`src/mpet_pkg.sv`:
```
// package: constants, codes and command types of the escape-time block
`default_nettype none
package mpet_pkg;

  localparam int unsigned MAX_LIMBS_DEFAULT = 8;
  localparam int unsigned LIMB_BITS         = 32;
  localparam int unsigned INT_BITS          = 4;
  localparam int unsigned ITER_W            = 16;
  localparam int unsigned LIMBS_CFG_W       = 4;
  localparam int unsigned CFG_IDX_W         = 1;
  localparam int unsigned CFG_DATA_W        = 16;
  localparam int unsigned ESC_BIT           = LIMB_BITS - 2 * (INT_BITS - 1);
  localparam int unsigned ESC_HIGH_W        = LIMB_BITS - ESC_BIT + 1;

  localparam logic [ITER_W-1:0]      ITER_LIMIT_RST = 16'd256;
  localparam logic [LIMBS_CFG_W-1:0] LIMBS_RST      = 4'd8;

  typedef enum logic [CFG_IDX_W-1:0] {
    REG_ITER_LIMIT   = 1'b0,
    REG_LIMBS_IN_USE = 1'b1
  } cfg_reg_e;

  typedef enum logic [3:0] {
    OP_NOP,
    OP_CLR,
    OP_LATCH,
    OP_MUL,
    OP_CARRY,
    OP_EXT,
    OP_CMP,
    OP_ADD,
    OP_FIN
  } op_e;

  typedef enum logic [2:0] {
    SEL_RR,
    SEL_II,
    SEL_RI,
    SEL_SI,
    SEL_SD,
    SEL_SR
  } sel_e;

  typedef enum logic [1:0] {
    CMP_EQ,
    CMP_GT,
    CMP_LT
  } cmp_e;

  typedef enum logic [3:0] {
    ST_IDLE,
    ST_CLR,
    ST_CHECK,
    ST_LATCH,
    ST_MUL,
    ST_CARRY,
    ST_EXT,
    ST_DRAIN,
    ST_DECIDE,
    ST_CMP,
    ST_ADD,
    ST_FIN,
    ST_DONE
  } ctl_state_e;

  typedef struct packed {
    op_e  op;
    sel_e sel;
    logic first;
    logic row0;
    logic hi;
    logic top;
  } cmd_t;

  typedef struct packed {
    logic we;
    logic last;
  } ld_ctl_t;

  typedef struct packed {
    logic escaped;
  } stat_t;

endpackage
`default_nettype wire

```
`src/mpet_ctrl.sv`:
```
// controller: limb loading, step sequencing, config registers and result register
`default_nettype none
module mpet_ctrl #(
  parameter  int unsigned MAX_LIMBS = mpet_pkg::MAX_LIMBS_DEFAULT,
  localparam int unsigned LW = (MAX_LIMBS > 1) ? $clog2(MAX_LIMBS) : 1,
  localparam int unsigned FW = $clog2(2 * MAX_LIMBS),
  localparam int unsigned NW = $clog2(MAX_LIMBS + 1)
) (
  input  wire logic                            clk_i,
  input  wire logic                            rst_ni,
  input  wire logic                            cfg_we_i,
  input  wire logic [mpet_pkg::CFG_IDX_W-1:0]  cfg_idx_i,
  input  wire logic [mpet_pkg::CFG_DATA_W-1:0] cfg_wdata_i,
  input  wire logic                            in_valid_i,
  input  wire logic                            in_last_i,
  output logic                                 in_ready_o,
  output logic                                 out_valid_o,
  input  wire logic                            out_ready_i,
  output logic [mpet_pkg::ITER_W-1:0]          count_o,
  output logic                                 escaped_o,
  output mpet_pkg::cmd_t                       cmd_o,
  output logic [FW-1:0]                        idx_o,
  output logic [LW-1:0]                        row_o,
  output logic [NW-1:0]                        limbs_o,
  output mpet_pkg::ld_ctl_t                    ld_o,
  output logic [LW-1:0]                        ld_idx_o,
  input  wire mpet_pkg::stat_t                 stat_i
);
  import mpet_pkg::*;

  localparam int unsigned CW = (NW > LIMBS_CFG_W) ? NW : LIMBS_CFG_W;

  ctl_state_e state_q, state_d;
  logic [ITER_W-1:0]      limit_q;
  logic [LIMBS_CFG_W-1:0] lim_q;
  logic [NW-1:0] cnt_q, cnt_d, n_q, n_d, n_eff;
  logic [LW-1:0] i_q, i_d, i_end;
  logic [FW-1:0] k_q, k_d, k_end, k2_end;
  logic [NW:0]   two_n_m1;
  logic [CW-1:0] lim_ext;
  sel_e          sel_q, sel_d;
  logic [ITER_W-1:0] step_q, step_d, count_q, count_d;
  logic out_valid_q, out_valid_d, esc_q, esc_d, fin_esc_q, fin_esc_d;

  assign lim_ext  = CW'(lim_q);
  assign two_n_m1 = {n_q, 1'b0} - (NW+1)'(1);
  assign k_end    = FW'(n_q - NW'(1));
  assign k2_end   = FW'(two_n_m1);
  assign i_end    = LW'(n_q - NW'(1));

  always_comb begin
    if (lim_ext == '0) begin
      n_eff = NW'(1);
    end else if (lim_ext > CW'(MAX_LIMBS)) begin
      n_eff = NW'(MAX_LIMBS);
    end else begin
      n_eff = NW'(lim_ext);
    end
  end

  always_ff @(posedge clk_i or negedge rst_ni) begin
    if (!rst_ni) begin
      limit_q <= ITER_LIMIT_RST;
      lim_q   <= LIMBS_RST;
    end else if (cfg_we_i) begin
      case (cfg_reg_e'(cfg_idx_i))
        REG_ITER_LIMIT:   limit_q <= cfg_wdata_i[ITER_W-1:0];
        REG_LIMBS_IN_USE: lim_q   <= cfg_wdata_i[LIMBS_CFG_W-1:0];
        default: ;
      endcase
    end
  end

  always_ff @(posedge clk_i or negedge rst_ni) begin
    if (!rst_ni) begin
      state_q     <= ST_IDLE;
      cnt_q       <= '0;
      n_q         <= NW'(1);
      i_q         <= '0;
      k_q         <= '0;
      sel_q       <= SEL_RR;
      step_q      <= '0;
      out_valid_q <= 1'b0;
      fin_esc_q   <= 1'b0;
    end else begin
      state_q     <= state_d;
      cnt_q       <= cnt_d;
      n_q         <= n_d;
      i_q         <= i_d;
      k_q         <= k_d;
      sel_q       <= sel_d;
      step_q      <= step_d;
      out_valid_q <= out_valid_d;
      fin_esc_q   <= fin_esc_d;
    end
  end

  always_ff @(posedge clk_i) begin
    count_q <= count_d;
    esc_q   <= esc_d;
  end

  always_comb begin
    state_d     = state_q;
    cnt_d       = cnt_q;
    n_d         = n_q;
    i_d         = i_q;
    k_d         = k_q;
    sel_d       = sel_q;
    step_d      = step_q;
    fin_esc_d   = fin_esc_q;
    out_valid_d = out_valid_q;
    count_d     = count_q;
    esc_d       = esc_q;
    in_ready_o  = 1'b0;
    ld_o        = '0;
    cmd_o       = '0;
    cmd_o.op    = OP_NOP;
    cmd_o.sel   = sel_q;
    idx_o       = k_q;
    row_o       = i_q;

    if (out_valid_q && out_ready_i) begin
      out_valid_d = 1'b0;
    end

    case (state_q)
      ST_IDLE: begin
        in_ready_o = 1'b1;
        if (in_valid_i) begin
          ld_o.we = (cnt_q < NW'(MAX_LIMBS));
          if (in_last_i) begin
            ld_o.last = 1'b1;
            cnt_d     = '0;
            n_d       = n_eff;
            k_d       = '0;
            step_d    = '0;
            state_d   = ST_CLR;
          end else if (cnt_q < NW'(MAX_LIMBS)) begin
            cnt_d = cnt_q + NW'(1);
          end
        end
      end
      ST_CLR: begin
        cmd_o.op = OP_CLR;
        if (k_q == k_end) begin
          k_d     = '0;
          state_d = ST_CHECK;
        end else begin
          k_d = k_q + FW'(1);
        end
      end
      ST_CHECK: begin
        if (step_q >= limit_q) begin
          fin_esc_d = 1'b0;
          state_d   = ST_DONE;
        end else begin
          sel_d   = SEL_RR;
          i_d     = '0;
          k_d     = '0;
          state_d = ST_LATCH;
        end
      end
      ST_LATCH: begin
        cmd_o.op = OP_LATCH;
        idx_o    = FW'(i_q);
        k_d      = '0;
        state_d  = ST_MUL;
      end
      ST_MUL: begin
        cmd_o.op    = OP_MUL;
        cmd_o.first = (k_q == '0);
        cmd_o.row0  = (i_q == '0);
        if (k_q == k_end) begin
          state_d = ST_CARRY;
        end else begin
          k_d = k_q + FW'(1);
        end
      end
      ST_CARRY: begin
        cmd_o.op = OP_CARRY;
        idx_o    = FW'(n_q);
        k_d      = '0;
        if (i_q == i_end) begin
          i_d = '0;
          if (sel_q == SEL_RR) begin
            sel_d   = SEL_II;
            state_d = ST_LATCH;
          end else begin
            state_d = ST_EXT;
          end
        end else begin
          i_d     = i_q + LW'(1);
          state_d = ST_LATCH;
        end
      end
      ST_EXT: begin
        cmd_o.op    = OP_EXT;
        cmd_o.first = (k_q == '0);
        cmd_o.hi    = (k_q >= FW'(n_q));
        cmd_o.top   = (k_q == k2_end);
        if (k_q == k2_end) begin
          k_d     = '0;
          state_d = ST_DRAIN;
        end else begin
          k_d = k_q + FW'(1);
        end
      end
      ST_DRAIN: state_d = ST_DECIDE;
      ST_DECIDE: begin
        k_d = '0;
        i_d = '0;
        if (sel_q == SEL_II) begin
          if (stat_i.escaped) begin
            fin_esc_d = 1'b1;
            state_d   = ST_DONE;
          end else begin
            sel_d   = SEL_RI;
            state_d = ST_LATCH;
          end
        end else begin
          sel_d   = SEL_SI;
          state_d = ST_CMP;
        end
      end
      ST_CMP: begin
        cmd_o.op    = OP_CMP;
        cmd_o.first = (k_q == '0);
        if (k_q == k_end) begin
          k_d     = '0;
          state_d = ST_ADD;
        end else begin
          k_d = k_q + FW'(1);
        end
      end
      ST_ADD: begin
        cmd_o.op    = OP_ADD;
        cmd_o.first = (k_q == '0);
        if (k_q == k_end) begin
          k_d     = '0;
          state_d = ST_FIN;
        end else begin
          k_d = k_q + FW'(1);
        end
      end
      ST_FIN: begin
        cmd_o.op = OP_FIN;
        case (sel_q)
          SEL_SI: begin
            sel_d   = SEL_SD;
            state_d = ST_CMP;
          end
          SEL_SD: begin
            sel_d   = SEL_SR;
            state_d = ST_CMP;
          end
          default: begin
            step_d  = step_q + ITER_W'(1);
            state_d = ST_CHECK;
          end
        endcase
      end
      ST_DONE: begin
        if (!out_valid_q || out_ready_i) begin
          out_valid_d = 1'b1;
          count_d     = step_q;
          esc_d       = fin_esc_q;
          state_d     = ST_IDLE;
        end
      end
      default: state_d = ST_IDLE;
    endcase
  end

  assign ld_idx_o    = cnt_q[LW-1:0];
  assign limbs_o     = n_q;
  assign out_valid_o = out_valid_q;
  assign count_o     = count_q;
  assign escaped_o   = esc_q;
endmodule
`default_nettype wire

```
`config.mk`:
```
export PLATFORM = sky130hd
export DESIGN_NAME = mpet_ctrl
export DESIGN_NICKNAME = d
export VERILOG_FILES = /design/src/mpet_pkg.sv /design/src/mpet_ctrl.sv
export SDC_FILE = /design/constraint.sdc
export NUM_CORES = 1
export LEC_CHECK = 0
export ABC_AREA = 1
export BUFFER_PORTS_ARGS = -buffer_cell sky130_fd_sc_hd__buf_2
export CAP_MARGIN = 20
export CELL_PAD_IN_SITES_DETAIL_PLACEMENT = 0
export CELL_PAD_IN_SITES_GLOBAL_PLACEMENT = 2
export CORE_MARGIN = 5
export CORE_UTILIZATION = 33
export DETAILED_ROUTE_END_ITERATION = 10
export GPL_TIMING_DRIVEN = 0
export PLACE_DENSITY = 0.83
export SLEW_MARGIN = 20
export SYNTH_ARGS = -nofsm -noshare
export SYNTH_HDL_FRONTEND = slang
export SYNTH_SLANG_ARGS = --single-unit
```
`constraint.sdc`:
```
create_clock -name clk_i -period 2.11 [get_ports clk_i]
set_input_delay 0.211 -clock clk_i [delete_from_list [all_inputs] [get_ports clk_i]]
set_output_delay 0.211 -clock clk_i [all_outputs]
set_load 0.02 [all_outputs]
```
# Yosys cells after proc, flatten, opt, wreduce, memory -nomap -nowiden
# Cells that the tools add are included.
# classes
reduce_logical,29
magnitude_cmp,4
n_bitwise,1
n_eq_ne,36
mux,55
add_sub_neg,6
# op_table
operator,n
$mux 4,23
$pmux 4 s13,1
$mux 16,3
$ne 2x2->1 const B,16
$pmux 16 s2,1
$pmux 4 s8,1
$pmux 4 s6,1
$mux 3,7
$eq 4x4->1 const B,5
$add 16x1->16 const B,1
$eq 4x3->1 const B,4
$ge 16x16->1,1
$logic_not 4->1,3
$pmux 3 s4,1
$mux 1,10
$pmux 3 s3,1
$add 4x1->4 const B,2
$eq 4x2->1 const B,2
$eq 4x4->1,2
$pmux 4 s2,1
$reduce_and 2->1,4
$reduce_and 4->1,2
$reduce_and 8->1,1
$sub 4x1->4 const B,2
other kinds (28),36
# word_totals
word_cells,144
input_bits,24
register_bits,77

# Depth between registers and ports, before layout
# Gate-level depths: netlist (run 1).
# depth
word_depth,4
ltp_mapped,15

# Least setup slack after synthesis (run 1)
# No wires, ideal clock.
# synth_path
kind,reg2reg
startpoint,register n_q[0] (netlist: limbs_o[0])
endpoint,register sel_q[2]
required_ps,2043
period_less_slack_ps,1982
path_buffers,0
setup_slack_ps,128
path_stages_with_launch,11
setup_time_ps,67
arrival_time_ps,1915
cell_sequence,dfstp_2 inv_1 ha_1 or2_2 nand4_1 nor2_1 nor2_1 nor3_1 nand2_1 nand2_1 nand2_1
# synth_between
elab_chain_len,4
# synth_lines
item,line_no,text
from (decl),mpet_ctrl.sv:36,"logic [NW-1:0] cnt_q, cnt_d, n_q, n_d, n_eff;"
from (signal assigned),mpet_ctrl.sv:88,n_q <= n_d;
$sub 4x1->4,mpet_ctrl.sv:49,assign i_end = LW'(n_q - NW'(1));
$eq 3x3->1,mpet_ctrl.sv:184,if (i_q == i_end) begin
$ne 2x2->1 (no line),--,
$reduce_and 6->1 (no line),--,
to (signal assigned),mpet_ctrl.sv:91,sel_q <= sel_d;
to (decl),mpet_ctrl.sv:41,"sel_e sel_q, sel_d;"
# Every way passes these cells.
# A chain may end at the register's enable or synchronous reset.

==> qor.log, run 1 <==
[place] pre-CTS setup slack -225 ps
[finish] final standard cell count with taps included and fillers excluded 858
[logic_synthesis] yosys synthesis warning count 0
[logic_synthesis] number of nets produced by synthesis 633
[die] floorplan die width 127 µm
[worst_setup_path] family with the most delay on the worst path flip-flops
[finish] share of final-layout standard cells stronger than drive strength 1 23.3%
[power] static leakage 2.92 nW
[worst_setup_path] Critical R2R Capture state_q[1]
[global_route] global route overflow 0
[clocking] Clock Latency Late Sink 340 ps
[worst_setup_path] register-to-register path setup slack 90 ps
[logic_synthesis] proportion of register bits with asynchronous set or reset after synthesis 77.9%
[global_route] first-pass GRT wire length 20.0 mm
[die] num rows 43
[finish] antenna diode instance count 0
[logic_synthesis] sequential cell area fraction in the yosys report 44.3%
[sta] relative max-transition margin 41.5%
[sta] skew final 8.03 ps
[place] weighted congestion at the end of routability-driven global placement 0.823
[power] post-layout total power 0.00699 W
[worst_setup_path] cell with the biggest individual delay on the critical path dfstp_2
[worst_setup_path] crit path kind reg2out
[sta] final worst hold slack 125 ps
[power] power share of the clock group 23.7%
[die] effective utilization at floorplan 33.2%
[detailed_routing] number of remaining DRC errors 0
[logic_synthesis] Mean Syn Cell Area 7.83 µm²
[worst_setup_path] CP bufs+invs 3
[finish] FF/Latch Area 0.00202 mm²
[worst_setup_path] max incr delay on CP 590 ps
[sta] # setup viols final 1
[worst_setup_path] crit end category output pin
[sta] aggregate negative setup slack -5.38 ps
[worst_setup_path] FF-to-FF Start limbs_o[0]
[global_route] number of global-route vias before repair 3989
[sta] minimum setup slack in the final design -5.38 ps
[clocking] CTS root buffer clkbuf_16
[finish] leading cell types in the layout, fill and taps excluded nand2_1 (146), inv_1 (82), buf_2 (69)
[detailed_routing] count of nets left with antenna violations after detail routing 0
[status] run status complete, but fails checks
[worst_hold_path] type of the most critical hold path in2reg
[detailed_routing] number of iterations in the first detailed-routing pass 5
[place] instance count after placement with tap cells included 832
[worst_setup_path] Setup crit end cmd_o[1]
[clocking] Clock H-tree levels 3
[logic_synthesis] most common flop cell mapped by yosys dfrtp_1
[power] Int Pwr 0.00400 W
[power] IR Drop Worst-Case VDD 366 µV
[sta] final critical-path required period 2120 ps
[clocking] clock-pin slew of the registers on the worst-case setup and hold paths 60 ps
[worst_setup_path] CP Cell Sequence ha_4 -> inv_2 -> a21boi_1 -> o21a_1 -> o21a_1 -> o21ai_2 -> inv_1 -> buf_6
[power] net load switching power 0.00299 W
[global_route] number of antenna violations at the first check in global routing 0
[die] placeable core area 0.0137 mm²
[worst_setup_path] Critical Path Source Type register
[die] I/O pin total 70
[finish] nets@finish 724
[power] sequential share of power 29.6%
[sta] FMAX 473 MHz
[worst_setup_path] largest driver fanout on the critical path 3
[clocking] number of buffers inserted during clock tree synthesis 9
[clocking] clock tree from TritonCTS yes
[worst_setup_path] CP most frequent cell o21a_1
[die] overall die area 0.0163 mm²
[logic_synthesis] Cell Area, Synth 0.00455 mm²
[finish] most common library cell in the layout ignoring fill and taps nand2_1
[detailed_routing] routed wire length 11.9 mm
[place] Port-buffer cells 69
[worst_setup_path] Worst R2R Path Depth 10
[run] MaxCap Viol Count 0
[clocking] largest buffer count on any clock path 2
[logic_synthesis] distinct cell type count of the synthesized netlist 38
[finish] area used by multi-input combinational logic 0.00226 mm²
[sta] number of pins exceeding their max-slew limit in the final report 0
[finish] area delta synth->final 25.1%
[clocking] CTS Sinks 77
[detailed_routing] via density per instance 4.66
[sta] Final Hold Violating Endpoints 0
[place] placed wire-length estimate after detailed placement 9.20 mm
[die] height of the die 127 µm
[sta] actual slew at the worst max-slew pin 876 ps
[global_route] Total Routing Usage GR 15.3%
[worst_setup_path] WP depth 8
[detailed_routing] routed len/inst 13.8 µm
[finish] number of fill cells in the layout 1478
[sta] share of the cycle needed by the critical path after routing 100%
[power] Comb pwr share 46.7%
[logic_synthesis] number of flops mapped to enable cells by yosys 17
[global_route] maximum number of pins on one net before global-route repair 35
[detailed_routing] vias 3995
[logic_synthesis] synthesized flop and latch total 77
[power] power per cell area 1230 mW/mm²
[power] proportion of total power due to net switching 42.8%
[worst_setup_path] worst endpoint data arrival time 1900 ps
[detailed_routing] Iteration-0 DRC Markers 288
[worst_setup_path] required time at the worst-slack endpoint 1900 ps
[logic_synthesis] number of standard cells after synthesis 582
[status] violations in the final reports setup timing
[worst_setup_path] source of the critical timing path limbs_o[0]
[sta] unrepaired setup endpoints after global routing true
==> registers in the layout, summed over array words and instances, names as in the netlist <==
| signal | cells |
|---|---|
| count_o | 16 |
| limit_q | 16 |
| step_q | 16 |
| cnt_q | 4 |
| k_q | 4 |
| lim_ext | 4 |
| limbs_o | 4 |
| state_q | 4 |
| row_o | 3 |
| sel_q | 3 |
| escaped_o | 1 |
| fin_esc_q | 1 |
| out_valid_o | 1 |
==> synth_stat cells, types with 3 or more instances <==
library cell / count / area [µm²]
nor2_1: 52 / 195
nand3_1: 39 / 195
nand4_1: 11 / 68.8
o31ai_1: 6 / 45.0
nor3_1: 10 / 50.1
dfrtp_1: 57 / 1430
dfstp_2: 3 / 78.8
edfxtp_1: 17 / 510
o21ai_0: 24 / 120
o221ai_1: 3 / 26.3
ha_1: 27 / 338
nand2_1: 155 / 582
nand2_2: 4 / 25.0
buf_4: 3 / 22.5
o22ai_1: 4 / 25.0
a31oi_1: 3 / 18.8
inv_2: 6 / 22.5
a21oi_1: 27 / 135
xor2_1: 11 / 96.3
o211ai_1: 3 / 22.5
inv_1: 86 / 323
o21ai_1: 6 / 30.0
buf_2: 3 / 15.0
==> power groups by stage <==
stage | clock, W | sequential (W) | combinational (W)
6_report | 0.00165 | 0.00207 | 0.00326
5_1_grt | 0.00177 | 0.00212 | 0.00368
4_1_cts | 0.00169 | 0.00207 | 0.00307
3_5_place_dp | 0 | 0.00210 | 0.00283
3_3_place_gp | 0 | 0.00209 | 0.00280
2_1_floorplan | 0 | 0.00210 | 0.00198
==> timing repair <==
action,in CTS,in global routing
buffers inserted,6,3
hold buffers,1,0
pin swaps,4,12
setup endpoints to repair,15,18
endpoints found under the hold margin,26,0
gates resized for setup,24,24
cloned,0,0
==> worst min path at each step <==
stage / from / endpoint / cells past startpoint
4_1_cts: cfg_wdata_i[11] / limit_q[11] / 3
3_5_place_dp: rst_ni / limit_q[11] / 1
3_3_place_gp: fin_esc_q / escaped_o / 0
6_report: cfg_wdata_i[11] / limit_q[11] / 3
2_1_floorplan: rst_ni / cnt_q[0] / 0
5_1_grt: cfg_wdata_i[11] / limit_q[11] / 3
==> worst register-to-register path, delay by kind of cell (launching register included) <==
family,cells,cell delay (ps)
flip-flops,1,590
buffers and inverters,2,220
AO/OA/AOI/OAI,3,320
AND/OR/NAND/NOR,4,530
adder cells (fa/ha/maj),1,250
==> area by class of cell <==
| class | instances | area share, % |
|---|---|---|
| timing repair buffer | 80 | 8.04 |
| inverter | 93 | 6.32 |
| multi-input combinational | 402 | 39.7 |
| sequential | 77 | 35.4 |
| clock inverter | 6 | 1.52 |
| buffer | 10 | 1.05 |
| tap | 180 | 3.95 |
| clock buffer | 10 | 4.02 |
==> routing by layer <==
layer	up-vias	part of all wire, %	track usage (%)
met4	0	1.6	5.49
li1	2085	-	-
met2	74	47	25.0
met5	-	0	0
met1	1824	47	20.5
met3	12	4.2	2.72
==> through the flow <==
| stage | utilization [%] | area [µm²] |
|---|---|---|
| 6_report | 41.5 | 5700 |
| 5_1_grt | 41.5 | 5700 |
| 4_1_cts | 40.9 | 5610 |
| 3_5_place_dp | 37.5 | 5150 |
| 3_3_place_gp | 37.4 | 5120 |
| 2_1_floorplan | - | 4550 |
==> cells by family (layout without fill, tap and decap cells) <==
group,after synthesis,after routing,synth area share [%]
adders and majority gates,27,27,7.42
DFF,77,77,44.3
xor gates and xnor gates,11,11,2.12
buffers and inverters,103,199,9.04
and+or+nand+nor,282,282,26.8
AOI/OAI and AO/OA,82,82,10.4
Note: power is estimated with default switching activity, not from simulation.
==> run 2: changes to the inputs <==
Settings changed: ABC_AREA 1 to 0, CORE_ASPECT_RATIO from default to 1.1, CORE_UTILIZATION 33 to 35, PLACE_DENSITY 0.83 to 0.82.
==> run 2 against run 1 <==
Net effect:
- the run still ends with setup timing left
- flip-flop and latch count stayed put
- design area is 3.0% higher
- total power is 51% lower
- sequential power is 23% lower
- worst hold slack worse by 52 ps
- global-route usage is 1.4 points higher
- wire length is 5.7% higher
- area after synthesis is 1.7% lower
- synthesized cell count is 19% lower
- fmax is 19% lower
- critical path type is now reg2reg
==> qor.log, run 2 <==
[run] MaxCap Viol Count 0
[logic_synthesis] proportion of register bits with asynchronous set or reset after synthesis 77.9%
[detailed_routing] vias 3945
[logic_synthesis] ranking of synthesized cells by instance count dfrtp_1 (57), nand2_1 (52), o21ai_0 (37), nor2_1 (35), inv_1 (32)
[finish] number of fill cells in the layout 1231
[sta] FMAX 383 MHz
[clocking] largest buffer count on any clock path 2
[die] I/O pin total 70
[place] cell area reported after detailed placement 0.00507 mm²
[worst_setup_path] crit path kind reg2reg
[status] run status complete, but fails checks
[logic_synthesis] most common flop cell mapped by yosys dfrtp_1
[die] num rows 43
[global_route] number of global-route vias before repair 3930
[logic_synthesis] yosys synthesis warning count 0
[worst_setup_path] largest driver fanout on the critical path 10
[worst_setup_path] worst endpoint data arrival time 2840 ps
[global_route] met1 usage in global routing 21.0%
[global_route] met2 Track Usage GR 28.8%
[sta] number of pins exceeding their max-slew limit in the final report 0
[sta] actual slew at the worst max-slew pin 812 ps
[logic_synthesis] library cell occupying the most area in the post-synthesis netlist dfrtp_1
[power] post-layout total power 0.00342 W
[detailed_routing] count of nets left with antenna violations after detail routing 0
[clocking] Clock Latency Late Sink 350 ps
[sta] skew final 9.39 ps
[global_route] maximum number of pins on one net before global-route repair 33
[global_route] first-pass GRT wire length 20.3 mm
[power] power per cell area 582 mW/mm²
[die] floorplan die width 118 µm
[detailed_routing] number of iterations in the first detailed-routing pass 4
[clocking] CTS Sinks 77
[clocking] number of buffers inserted during clock tree synthesis 9
[detailed_routing] routed len/inst 17.1 µm
[clocking] clock tree from TritonCTS yes
[sta] Final Hold Violating Endpoints 0
[die] placeable core area 0.0126 mm²
[logic_synthesis] number of nets produced by synthesis 523
[global_route] Most Crowded Layer GR met2
[detailed_routing] via density per instance 5.38
[logic_synthesis] distinct cell type count of the synthesized netlist 64
[detailed_routing] Iteration-0 DRC Markers 196
[logic_synthesis] top-area cell type share of the netlist area 31.9%
[detailed_routing] routed wire length 12.5 mm
[worst_setup_path] Critical Path Source Type register
[sta] # setup viols final 16
[place] Port-buffer cells 69
[global_route] global route overflow 0
[logic_synthesis] top area cells in the synthesized netlist dfrtp_1 (32%), edfxtp_1 (11%), ha_1 (7.5%)
[clocking] clock-pin slew of the registers on the worst-case setup and hold paths 70 ps
[logic_synthesis] Cell Area, Synth 0.00448 mm²
[finish] area delta synth->final 31.0%
[finish] share of final-layout standard cells stronger than drive strength 1 32.6%
[finish] antenna diode instance count 0
[sta] share of the cycle needed by the critical path after routing 124%
[sta] final critical-path required period 2610 ps
[logic_synthesis] number of flops mapped to enable cells by yosys 17
[global_route] met3 Use GR 4.13%
[clocking] CTS root buffer clkbuf_16
[status] violations in the final reports setup timing
[clocking] Clock H-tree levels 3
[place] weighted congestion at the end of routability-driven global placement 0.872
[logic_synthesis] Mean Syn Cell Area 9.49 µm²
[die] height of the die 129 µm
[finish] most common library cell in the layout ignoring fill and taps buf_2
[global_route] number of antenna violations at the first check in global routing 0
[power] IR Drop Worst-Case VDD 427 µV
[die] overall die area 0.0152 mm²
[sta] minimum setup slack in the final design -500 ps
[power] static leakage 2.57 nW
[finish] leading cell types in the layout, fill and taps excluded buf_2 (65), nand2_1 (50), dfrtp_1 (48)
[sta] relative max-transition margin 45.2%
[worst_hold_path] type of the most critical hold path in2reg
[logic_synthesis] number of standard cells after synthesis 472
[sta] aggregate negative setup slack -6320 ps
[worst_setup_path] required time at the worst-slack endpoint 2340 ps
[die] effective utilization at floorplan 35.6%
[logic_synthesis] most numerous cell in the Yosys netlist dfrtp_1
[place] pre-CTS setup slack -732 ps
[finish] design area 0.00587 mm²
[logic_synthesis] sequential cell area fraction in the yosys report 45.0%
[finish] nets@finish 622
[place] placed wire-length estimate after detailed placement 9.15 mm
[logic_synthesis] synthesized flop and latch total 77
[detailed_routing] number of remaining DRC errors 0
[worst_setup_path] crit end category register
[sta] unrepaired setup endpoints after global routing true
[global_route] Total Routing Usage GR 16.7%
-- run 2: changes by cell type after synthesis, moves of 13 or more --
| cell | before | now |
|---|---|---|
| clkbuf_1 | 1 | 15 |
| inv_1 | 86 | 32 |
| o21ai_0 | 24 | 37 |
| nand3_1 | 39 | 18 |
| nand2_1 | 155 | 52 |
| nor2_1 | 52 | 35 |
-- run 2: kinds of logic (layout without fill, tap and decap cells) --
| group | Yosys count | count (layout) | synth area share [%] |
|---|---|---|---|
| AND/OR/NAND/NOR | 168 | 168 | 18.1 |
| AO/OA/AOI/OAI | 109 | 109 | 16.0 |
| flip-flops | 77 | 77 | 45.0 |
| buffers and inverters | 57 | 161 | 5.22 |
| adder cells (fa/ha/maj) | 27 | 27 | 7.54 |
| XOR/XNOR | 24 | 24 | 5.67 |
| multiplexers | 10 | 10 | 2.43 |
-- run 2: area by class of cell --
type | count | area, µm² | share of cell area [%]
clock buffer | 11 | 243 | 4.14
inverter | 33 | 124 | 2.11
buffer | 17 | 120 | 2.05
timing repair buffer | 95 | 591 | 10.1
clock inverter | 5 | 60.1 | 1.02
multi-input combinational | 338 | 2510 | 42.7
tap | 157 | 196 | 3.35
sequential | 77 | 2030 | 34.5
-- run 2: report_power, final --
group | internal, W | switching (W)
logic | 0.000104 | 0.000140
clock network | 0.000951 | 0.000629
registers | 0.00157 | 0.0000218
-- run 2: path summary, 6_finish.rpt --
path	from	end	slack, ps	cells past startpoint
min in group asynchronous	rst_ni	limit_q[9]	360	2
hold reg to reg	fin_esc_q	escaped_o	460	0
hold / removal	cfg_wdata_i[10]	limit_q[10]	70	3
max in group asynchronous	rst_ni	lim_ext[3]	1150	3
setup reg to reg	step_q[14]	sel_q[2]	-500	8
setup / recovery	step_q[14]	sel_q[2]	-500	8
-- run 2: per-stage QoR --
| stage | util [%] | hold WS, ps | std cells |
|---|---|---|---|
| 2_1_floorplan | - | -84.6 | 472 |
| 3_3_place_gp | 40.1 | 419 | 698 |
| 3_5_place_dp | 40.3 | 192 | 699 |
| 4_1_cts | 44.9 | 63.2 | 726 |
| 5_1_grt | 46.6 | 86.7 | 733 |
| 6_report | 46.6 | 72.6 | 733 |
-- run 2: layer usage --
metal  vias up  wire length [µm]
met2       101              6240
met1      1934              5510
li1       1895                 -
met3        15               618
met5         -                 0
met4         0               172
-- run 2: repair_timing --
action,in CTS,in global routing
buffers inserted,15,10
setup endpoints to repair,65,53
hold buffers,1,0
endpoints found under the hold margin,30,0
pin swaps,8,11
resized for setup,50,46
-- run 2: worst max-delay path, cell delays in order (launching register included) --
cell	delay, ps
dfrtp_1	400
ha_1	300
nand4_1	120
or4_1	540
o32a_1	350
a211oi_4	350
buf_6	210
nor3b_1	60
o32a_1	170
